**src/sv/fpr_pkg.sv**
```systemverilog
// Package with the constants and word types of the FIFO page-replacement block.
package fpr_pkg;

    localparam int MAX_FRAMES = 32;
    localparam int PAGE_BITS  = 12;
    localparam int IDX_W      = $clog2(MAX_FRAMES);
    localparam int CNT_W      = IDX_W + 1;
    localparam int TOTAL_W    = 16;
    localparam logic [CNT_W-1:0] FRAME_COUNT_RESET = CNT_W'(4);

    typedef struct packed {
        logic                 restart;
        logic [PAGE_BITS-1:0] page;
    } fpr_in_t;

    typedef struct packed {
        logic                 hit;
        logic [IDX_W-1:0]     frame;
        logic                 evicted_valid;
        logic [PAGE_BITS-1:0] evicted_page;
        logic [TOTAL_W-1:0]   fault_count;
        logic [TOTAL_W-1:0]   access_count;
    } fpr_out_t;

endpackage

```
**src/sv/fpr_ram.sv**
```systemverilog
// Generic single-write, single-read RAM with a registered read port.
module fpr_ram #(
    parameter int WIDTH = 8,
    parameter int DEPTH = 16
) (
    input  logic                     clk,
    input  logic                     we,
    input  logic [$clog2(DEPTH)-1:0] waddr,
    input  logic [WIDTH-1:0]         wdata,
    input  logic [$clog2(DEPTH)-1:0] raddr,
    output logic [WIDTH-1:0]         rdata
);

    logic [WIDTH-1:0] mem [DEPTH];
    logic [WIDTH-1:0] rdata_reg;

    always_ff @(posedge clk)
    begin
        if (we)
        begin
            mem[waddr] <= wdata;
        end
        rdata_reg <= mem[raddr];
    end

    assign rdata = rdata_reg;

endmodule

```
**src/sv/fifo_page_replacement.sv**
```systemverilog
// Top level of the FIFO page-replacement frame store.
//
// A reference is taken when start is high and busy is low; busy then stays high while one
// comparator walks the frame RAM, one frame per cycle through the registered read port. A hit
// ends the walk at the matching frame, a fault after the last frame in use. The result is
// shown for exactly one cycle with done high and cannot be held off by the receiver; the next
// reference may be taken in that same cycle. frame_count is written through the cfg channel
// while the block is idle.
module fifo_page_replacement
    import fpr_pkg::*;
(
    input  logic             clk,
    input  logic             rst_n,
    input  logic             start,
    output logic             busy,
    input  fpr_in_t          req,
    output logic             done,
    output fpr_out_t         rsp,
    input  logic             cfg_valid,
    output logic             cfg_ready,
    input  logic [CNT_W-1:0] cfg_data
);

    localparam logic [1:0] ST_IDLE   = 2'd0;
    localparam logic [1:0] ST_SCAN   = 2'd1;
    localparam logic [1:0] ST_FINISH = 2'd2;

    logic [1:0]           state_reg, state_next;
    logic [CNT_W-1:0]     cfg_reg, cfg_next;
    logic [MAX_FRAMES-1:0] valid_reg, valid_next;
    logic [IDX_W-1:0]     victim_reg, victim_next;
    logic [TOTAL_W-1:0]   fault_reg, fault_next;
    logic [TOTAL_W-1:0]   access_reg, access_next;
    logic                 done_reg, done_next;
    logic                 pend_reg, pend_next;

    logic [CNT_W-1:0]     rd_idx_reg, rd_idx_next;
    logic [IDX_W-1:0]     pend_idx_reg, pend_idx_next;
    logic [PAGE_BITS-1:0] page_reg, page_next;
    logic [IDX_W-1:0]     vslot_reg, vslot_next;
    logic [IDX_W-1:0]     slot_reg, slot_next;
    logic                 hit_reg, hit_next;
    logic [PAGE_BITS-1:0] evict_page_reg, evict_page_next;
    fpr_out_t             rsp_reg, rsp_next;

    logic [CNT_W-1:0]     n_frames;
    logic                 accept;
    logic [IDX_W-1:0]     victim_eff;
    logic                 match;
    logic                 last;
    logic                 ev_valid;
    logic                 ram_we;
    logic [PAGE_BITS-1:0] ram_rdata;

    assign busy      = (state_reg != ST_IDLE);
    assign cfg_ready = !busy && !start;
    assign accept    = start && !busy;
    assign done      = done_reg;
    assign rsp       = rsp_reg;

    always_comb
    begin
        priority if (cfg_reg == '0)
        begin
            n_frames = CNT_W'(1);
        end
        else if (cfg_reg > CNT_W'(MAX_FRAMES))
        begin
            n_frames = CNT_W'(MAX_FRAMES);
        end
        else
        begin
            n_frames = cfg_reg;
        end
    end

    assign victim_eff = req.restart ? '0 : victim_reg;
    assign match      = pend_reg && valid_reg[pend_idx_reg] && (ram_rdata == page_reg);
    assign last       = pend_reg && ({1'b0, pend_idx_reg} == n_frames - CNT_W'(1));
    assign ev_valid   = valid_reg[vslot_reg];
    assign ram_we     = (state_reg == ST_FINISH) && !hit_reg;

    fpr_ram #(
        .WIDTH (PAGE_BITS),
        .DEPTH (MAX_FRAMES)
    ) u_frame_ram (
        .clk   (clk),
        .we    (ram_we),
        .waddr (vslot_reg),
        .wdata (page_reg),
        .raddr (rd_idx_reg[IDX_W-1:0]),
        .rdata (ram_rdata)
    );

    always_comb
    begin
        state_next      = state_reg;
        cfg_next        = cfg_reg;
        valid_next      = valid_reg;
        victim_next     = victim_reg;
        fault_next      = fault_reg;
        access_next     = access_reg;
        done_next       = 1'b0;
        pend_next       = 1'b0;
        rd_idx_next     = rd_idx_reg;
        pend_idx_next   = pend_idx_reg;
        page_next       = page_reg;
        vslot_next      = vslot_reg;
        slot_next       = slot_reg;
        hit_next        = hit_reg;
        evict_page_next = evict_page_reg;
        rsp_next        = rsp_reg;

        if (cfg_valid && cfg_ready)
        begin
            cfg_next = cfg_data;
        end

        unique case (state_reg)
            ST_IDLE:
            begin
                if (accept)
                begin
                    page_next   = req.page;
                    rd_idx_next = '0;
                    vslot_next  = ({1'b0, victim_eff} >= n_frames) ? '0 : victim_eff;
                    if (req.restart)
                    begin
                        valid_next  = '0;
                        victim_next = '0;
                        fault_next  = '0;
                        access_next = '0;
                    end
                    state_next = ST_SCAN;
                end
            end
            ST_SCAN:
            begin
                if (rd_idx_reg < n_frames)
                begin
                    pend_next     = 1'b1;
                    pend_idx_next = rd_idx_reg[IDX_W-1:0];
                    rd_idx_next   = rd_idx_reg + CNT_W'(1);
                end
                if (pend_reg && (pend_idx_reg == vslot_reg))
                begin
                    evict_page_next = ram_rdata;
                end
                priority if (match)
                begin
                    hit_next   = 1'b1;
                    slot_next  = pend_idx_reg;
                    pend_next  = 1'b0;
                    state_next = ST_FINISH;
                end
                else if (last)
                begin
                    hit_next   = 1'b0;
                    pend_next  = 1'b0;
                    state_next = ST_FINISH;
                end
                else
                begin
                    state_next = ST_SCAN;
                end
            end
            ST_FINISH:
            begin
                rsp_next.hit           = hit_reg;
                rsp_next.frame         = hit_reg ? slot_reg : vslot_reg;
                rsp_next.evicted_valid = !hit_reg && ev_valid;
                rsp_next.evicted_page  = (!hit_reg && ev_valid) ? evict_page_reg : '0;
                if (!hit_reg)
                begin
                    valid_next[vslot_reg] = 1'b1;
                    victim_next = ({1'b0, vslot_reg} + CNT_W'(1) >= n_frames)
                                  ? '0 : vslot_reg + IDX_W'(1);
                    fault_next  = (fault_reg == '1) ? fault_reg : fault_reg + TOTAL_W'(1);
                end
                access_next           = (access_reg == '1) ? access_reg
                                                           : access_reg + TOTAL_W'(1);
                rsp_next.fault_count  = fault_next;
                rsp_next.access_count = access_next;
                done_next             = 1'b1;
                state_next            = ST_IDLE;
            end
            default:
            begin
                state_next = ST_IDLE;
            end
        endcase
    end

    always_ff @(posedge clk or negedge rst_n)
    begin
        if (!rst_n)
        begin
            state_reg  <= ST_IDLE;
            cfg_reg    <= FRAME_COUNT_RESET;
            valid_reg  <= '0;
            victim_reg <= '0;
            fault_reg  <= '0;
            access_reg <= '0;
            done_reg   <= 1'b0;
            pend_reg   <= 1'b0;
        end
        else
        begin
            state_reg  <= state_next;
            cfg_reg    <= cfg_next;
            valid_reg  <= valid_next;
            victim_reg <= victim_next;
            fault_reg  <= fault_next;
            access_reg <= access_next;
            done_reg   <= done_next;
            pend_reg   <= pend_next;
        end
    end

    always_ff @(posedge clk)
    begin
        rd_idx_reg     <= rd_idx_next;
        pend_idx_reg   <= pend_idx_next;
        page_reg       <= page_next;
        vslot_reg      <= vslot_next;
        slot_reg       <= slot_next;
        hit_reg        <= hit_next;
        evict_page_reg <= evict_page_next;
        rsp_reg        <= rsp_next;
    end

endmodule

```
**config.mk**
```make
export PLATFORM = sky130hd
export DESIGN_NAME = fifo_page_replacement
export DESIGN_NICKNAME = d
export VERILOG_FILES = /design/src/sv/fpr_pkg.sv /design/src/sv/fpr_ram.sv /design/src/sv/fifo_page_replacement.sv
export SDC_FILE = /design/constraint.sdc
export NUM_CORES = 1
export LEC_CHECK = 0
export BUFFER_PORTS_ARGS = -buffer_cell sky130_fd_sc_hd__buf_2
export CAP_MARGIN = 20
export CORE_MARGIN = 1
export CORE_UTILIZATION = 64
export CTS_BUF_LIST = sky130_fd_sc_hd__clkbuf_8
export CTS_CLUSTER_DIAMETER = 50
export DETAILED_ROUTE_END_ITERATION = 8
export HOLD_SLACK_MARGIN = 0.08
export PLACE_DENSITY = 0.87
export SLEW_MARGIN = 20
export SYNTH_ARGS = -nofsm -noshare
export SYNTH_HDL_FRONTEND = slang
export SYNTH_SLANG_ARGS = --single-unit
```
**constraint.sdc**
```tcl
create_clock -name clk -period 3.18 [get_ports clk]
set_input_delay 0.159 -clock clk [delete_from_list [all_inputs] [get_ports clk]]
set_output_delay 0.159 -clock clk [all_outputs]
set_load 0.01 [all_outputs]
```
# Word-level counts from Yosys, hierarchy flattened

Memory sizes are Yosys's and may differ from the RTL's. A register that Yosys moved wholly into a read port is not among the register bits.
Index checks and enable logic that the tools add are counted.
W data, S select, Z words.

Add/sub/neg operators: 6
$lt $le $gt $ge: 7
Equality and inequality tests: 11
Muxes and demuxes: 40
Bitwise gates (word level): 1
Reduce and logical (&&, ||, !) cells: 28

Operator list:

| operator                | count |
|---|---|
| $mux W32                | 3 |
| $mux W16                | 5 |
| $pmux W16 S2            | 2 |
| $pmux W32 S2            | 1 |
| $add A16 B1 Y16 const B | 2 |
| $eq A16 B16 Y1 const B  | 2 |
| $or A32 B32 Y32         | 1 |
| $mux W5                 | 5 |
| $mux W6                 | 4 |
| $eq A12 B12 Y1          | 1 |
| $lt A5 B6 Y1 const B    | 2 |
| $pmux W6 S2             | 1 |
| $mux W1                 | 11 |
| $bmux W1 S5             | 2 |
| $logic_and A1 B1 Y1     | 10 |
| $pmux W5 S2             | 1 |
| $reduce_and A2 Y1       | 5 |
| $reduce_and A3 Y1       | 3 |
| $ne A2 B2 Y1 const B    | 4 |
| $reduce_bool A2 Y1      | 4 |
| $add A5 B1 Y6 const B   | 1 |
| $add A6 B1 Y6 const B   | 1 |
| $eq A5 B6 Y1            | 1 |
| $ge A5 B6 Y1            | 1 |
| other kinds (16)        | 20 |

Bits in registers: 176
Memory bits (writable): 384
Bits of input ports: 23
Logic and storage cells: 115
Memories kept: 1

Memories:

| memory          | depth | width | read ports | clocked after Yosys merged registers in | write ports | RTL line      | text |
|---|---|---|---|---|---|---|---|
| u_frame_ram.mem | 32    | 12    | 1          | 1                                       | 1           | fpr_ram.sv:14 | `logic [WIDTH-1:0] mem [DEPTH];` |

# Logic depth before layout (Yosys ltp)

Depth after elaboration: 9
Mapped depth: 10
Mapped depth without buffers: 10

# Modules after synthesis

A second synthesis with hierarchy kept.

Cell total of the unflattened synthesis: 1598
Area, all modules: 24110.6 um^2

Modules (own cells, without submodules):

| module                | times used | cells an instance | area each (um^2) | sequential area each (um^2) |
|---|---|---|---|---|
| fpr_ram               | 1          | 868               | 15468.6          | 11771.3 |
| fifo_page_replacement | 1          | 730               | 8642.0           | 4890.9 |

# Least setup slack after synthesis

No wires, ideal clock.

Path kind: register to register
Start point: reg state_reg[0]
End point: reg rsp_reg (netlist bit rsp[0]), enable pin
Setup time: 0.436 ns
Arrival time: 2.360 ns
Required time: 2.744 ns
Path slack: 0.384 ns
Stages on the path, launching flop included: 4
Path buffers: 1
Cells stage by stage: dfrtp_1 -> nand2b_1 -> inv_1 -> clkbuf_1

Cells in the longest elaborated chain, start to end: 1

RTL lines:

| item                     | RTL line                     | text |
|---|---|---|
| start: declaration       | fifo_page_replacement.sv:28  | `logic [1:0] state_reg, state_next;` |
| start signal: assignment | fifo_page_replacement.sv:209 | `state_reg <= state_next;` |
| $eq A2 B2 Y1             | fifo_page_replacement.sv:119 | `unique case (state_reg)` |
| end signal: assignment   | fifo_page_replacement.sv:229 | `rsp_reg <= rsp_next;` |
| end: declaration         | fifo_page_replacement.sv:44  | `fpr_out_t rsp_reg, rsp_next;` |

No other way between the ends.
A chain may end at the register's enable or synchronous reset.

# Worst setup path after layout

Start point: reg cfg_reg[2]
End point: reg vslot_reg[1] (data pin)

Cells in the longest elaborated chain, start to end: 4

RTL lines:

| item                     | RTL line                     | text |
|---|---|---|
| start: declaration       | fifo_page_replacement.sv:29  | `logic [CNT_W-1:0] cfg_reg, cfg_next;` |
| start signal: assignment | fifo_page_replacement.sv:210 | `cfg_reg <= cfg_next;` |
| $gt A6 B6 Y1             | fifo_page_replacement.sv:67  | `else if (cfg_reg > CNT_W'(MAX_FRAMES))` |
| $mux W6                  | fifo_page_replacement.sv:67  |  |
| $mux W6 (*)              | fifo_page_replacement.sv:63  | `priority if (cfg_reg == '0)` |
| $ge A5 B6 Y1 (*)         | fifo_page_replacement.sv:126 | `vslot_next = ({1'b0, victim_eff} >= n_frames) ? '0 : victim_eff;` |
| end signal: assignment   | fifo_page_replacement.sv:225 | `vslot_reg <= vslot_next;` |
| end: declaration         | fifo_page_replacement.sv:40  | `logic [IDX_W-1:0] vslot_reg, vslot_next;` |

Mark *: on every way between the ends. The rest lies on a longest branch, timed or not.

==> metrics.txt <==
Top Metal Used met4; maximum clock rate 0.370 GHz; maximum number of pins on one net before global-route repair 100; worst slew pin tran 0.861 ns; wire length on met3 5.20 mm; Arr. time, crit path 3.06 ns; post-cts gate resize count 0; Synth Area in Compound Gates 3.84%; Chip Height 194 um; post-route minimum period 2.70 ns; Setup CP Type register to register; Iter 0 DRT Violations 1,524; Post-synth EDFFs 481; worst vdd rail ir drop 0.485 mV; #FFs+latches synth 572; Power Dens Cells 781 nW/um^2; post-synth cell types 51; met2 WL 26.3 mm; simple-gate area share of the yosys netlist 5.99%; post-route ant nets 0; CP Buf/Inv Count 1; Post-Route WL 53.1 mm; sequential-to-total area share from yosys stat 70.9%; Avg Cell Area, Syn 17.5 sq um; Worst setup SP type register; hpwl dp 32.9 mm; WL/cell 25.8 um; CTS H-tree lvls 3; RSZ-0062 raised after global routing false; CTS tree built; die area 37,500 sq um; multi-input logic area 6490 sq um; Max-slew headroom 42.6%; Max Cap Violations 0; Clock Skew 0.0232 ns; fraction of synthesized area in multiplexers 14.4%; initial antenna violation count 0; M1 WL 19.3 mm; Total GRT Usage 29.3%; layout cells sized above 1 26.9%; core area 35,800 sq um; critical path cell sequence nor4_1 > o21ai_0 > inv_1 > ha_1 > nand2b_1 > a21oi_1 > nor2b_1 > o21ai_0 > a211oi_1 > nor2b_1; die extent in x 194 um; P_leak 0.00940 uW; I/O Pins 77; number of global-route vias before repair 13.5k; vias post-DR 13.4k; Syn Inst Count 1,342; Longest Clk Path Bufs 3; Synth Area in Adders 1.28%; Final Max Tran Viols 0; CP required 3.53 ns; outcome complete, no violations; Fill cells 1,883; Async SR Flop Fraction 13.8%; Worst-path clk slew 0.06 ns; Worst setup EP type register; Main synth FF type edfxtp_1; # diodes 0; router iterations before antenna repair 7; Final nets 1,574; clock sink count 572; number of flip-flops in the largest register 384; Worst path max stage delay 0.55 ns; final hold violation count 0; Mapped Area 23,500 sq um; fin crit share 85.0%; DRC 0; final setup TNS 0 ns; Slowest cell on crit path dfstp_2; Area Overhead vs Synth 13.5%; Num CTS Buffers 87; first-pass GRT wire length 81.1 mm; worst-path fanout max 5; Final Setup Violations 0; storage element area 16,700 sq um; Initial Util 65.6%; syn nets 1,389; Yosys Warn Count 0; Port Buffers 76; DR vias/cell 6.52; post-synthesis xor/xnor area fraction 2.09%; root buf cell clkbuf_8; cell family with most CP delay compound AO/OA/AOI/OAI gates; combinational family with the most area after synthesis multiplexers; worst skew pair latency 0.65 ns; Min Hold Slack 0.123 ns; row count 69; Worst Hold Class input pin to async pin; GR Overflow Total 0; Placer Congestion 0.883
==> power breakdown <==
| group | switching, uW | internal [uW] | total [uW] |
|---|---|---|---|
| combinational | 2740 | 2840 | 5580 |
| clock | 2700 | 2980 | 5680 |
| sequential | 711 | 8870 | 9580 |
==> worst paths after layout <==
check                                       from                 end  slack (ns)  depth (start not counted)
max                                   cfg_reg[2]        vslot_reg[1]        0.48                         10
min                                        rst_n       valid_reg[10]        0.12                          2
max reg2reg                           cfg_reg[2]        vslot_reg[1]        0.48                         10
min reg2reg                u_frame_ram.rdata[11]  evict_page_reg[11]        0.46                          0
max in group asynchronous                  rst_n       valid_reg[24]        2.49                          2
min in group clk                       cfg_valid          cfg_reg[1]        0.13                          3
==> synth_stat cells (all sizes together), types with 16 or more instances <==
library cell / number / share of area [%]
nand3: 23 / 0.49
o21ai: 38 / 0.81
clkbuf: 48 / 0.77
mux4: 136 / 13
a21oi: 53 / 1.1
mux2: 22 / 1.1
edfxtp: 481 / 61
nand2: 57 / 0.91
dfrtp: 78 / 8.3
xor2: 18 / 0.67
and2: 21 / 0.56
a31oi: 18 / 0.48
xnor2: 38 / 1.4
nand2b: 16 / 0.43
buf: 23 / 0.55
nor2: 104 / 1.7
nor2b: 18 / 0.48
ha: 24 / 1.3
==> layout by cell type, fill, tap and decap left out, types with 23 or more instances in the layout <==
master | Yosys | layout
inv_1 | 12 | 50
dfrtp_1 | 78 | 78
mux4_2 | 136 | 136
buf_2 | 14 | 75
a21oi_1 | 53 | 53
edfxtp_1 | 481 | 481
o21ai_0 | 38 | 38
buf_4 | 1 | 60
xnor2_1 | 38 | 38
nor2_1 | 104 | 102
nand3_1 | 23 | 23
nand2_1 | 57 | 57
ha_1 | 24 | 24
clkbuf_8 | 0 | 101
==> logic make-up (layout without fill, tap and decap cells) <==
| kind of cell | after synthesis | count (layout) |
|---|---|---|
| AND/OR/NAND/NOR | 291 | 291 |
| flip-flops | 572 | 572 |
| multiplexers | 165 | 165 |
| XOR/XNOR | 56 | 56 |
| buffers and inverters | 83 | 335 |
| AO/OA/AOI/OAI | 151 | 151 |
| adder cells (fa/ha/maj) | 24 | 24 |
==> routing by layer <==
layer	vias up	global-route usage, %
met3	141	6.24
met1	6756	38.9
li1	5664	-
met5	-	0
met2	828	47.4
met4	0	13.4
==> what timing repair did <==
| action | 4_1_cts | 5_1_grt |
|---|---|---|
| endpoints found under the hold margin | 101 | 0 |
| endpoints found under the setup margin | 0 | 0 |
| setup buffers | 0 | 0 |
| hold buffers | 22 | 0 |
==> through the flow <==
step	total power [uW]	area (sq um)	util (%)	worst slack (ns)	instances
after CTS	20900	26700	74.4	0.517	2055
after global placement	15000	24800	69.2	0.656	1877
after detailed placement	15200	24800	69.2	0.558	1877
final	20800	26700	74.4	0.476	2055
after floorplan	13500	23500	-	0.384	1342
after global routing	21700	26700	74.4	0.201	2055
==> area by class of cell <==
class,count,share of cell area (%)
clock inverter,55,1.01
tap,461,2.16
sequential,572,62.5
clock buffer,101,5.21
multi-input combinational,687,24.3
inverter,12,0.169
timing repair buffer,167,4.64
Power figures use the tool's default switching activity.
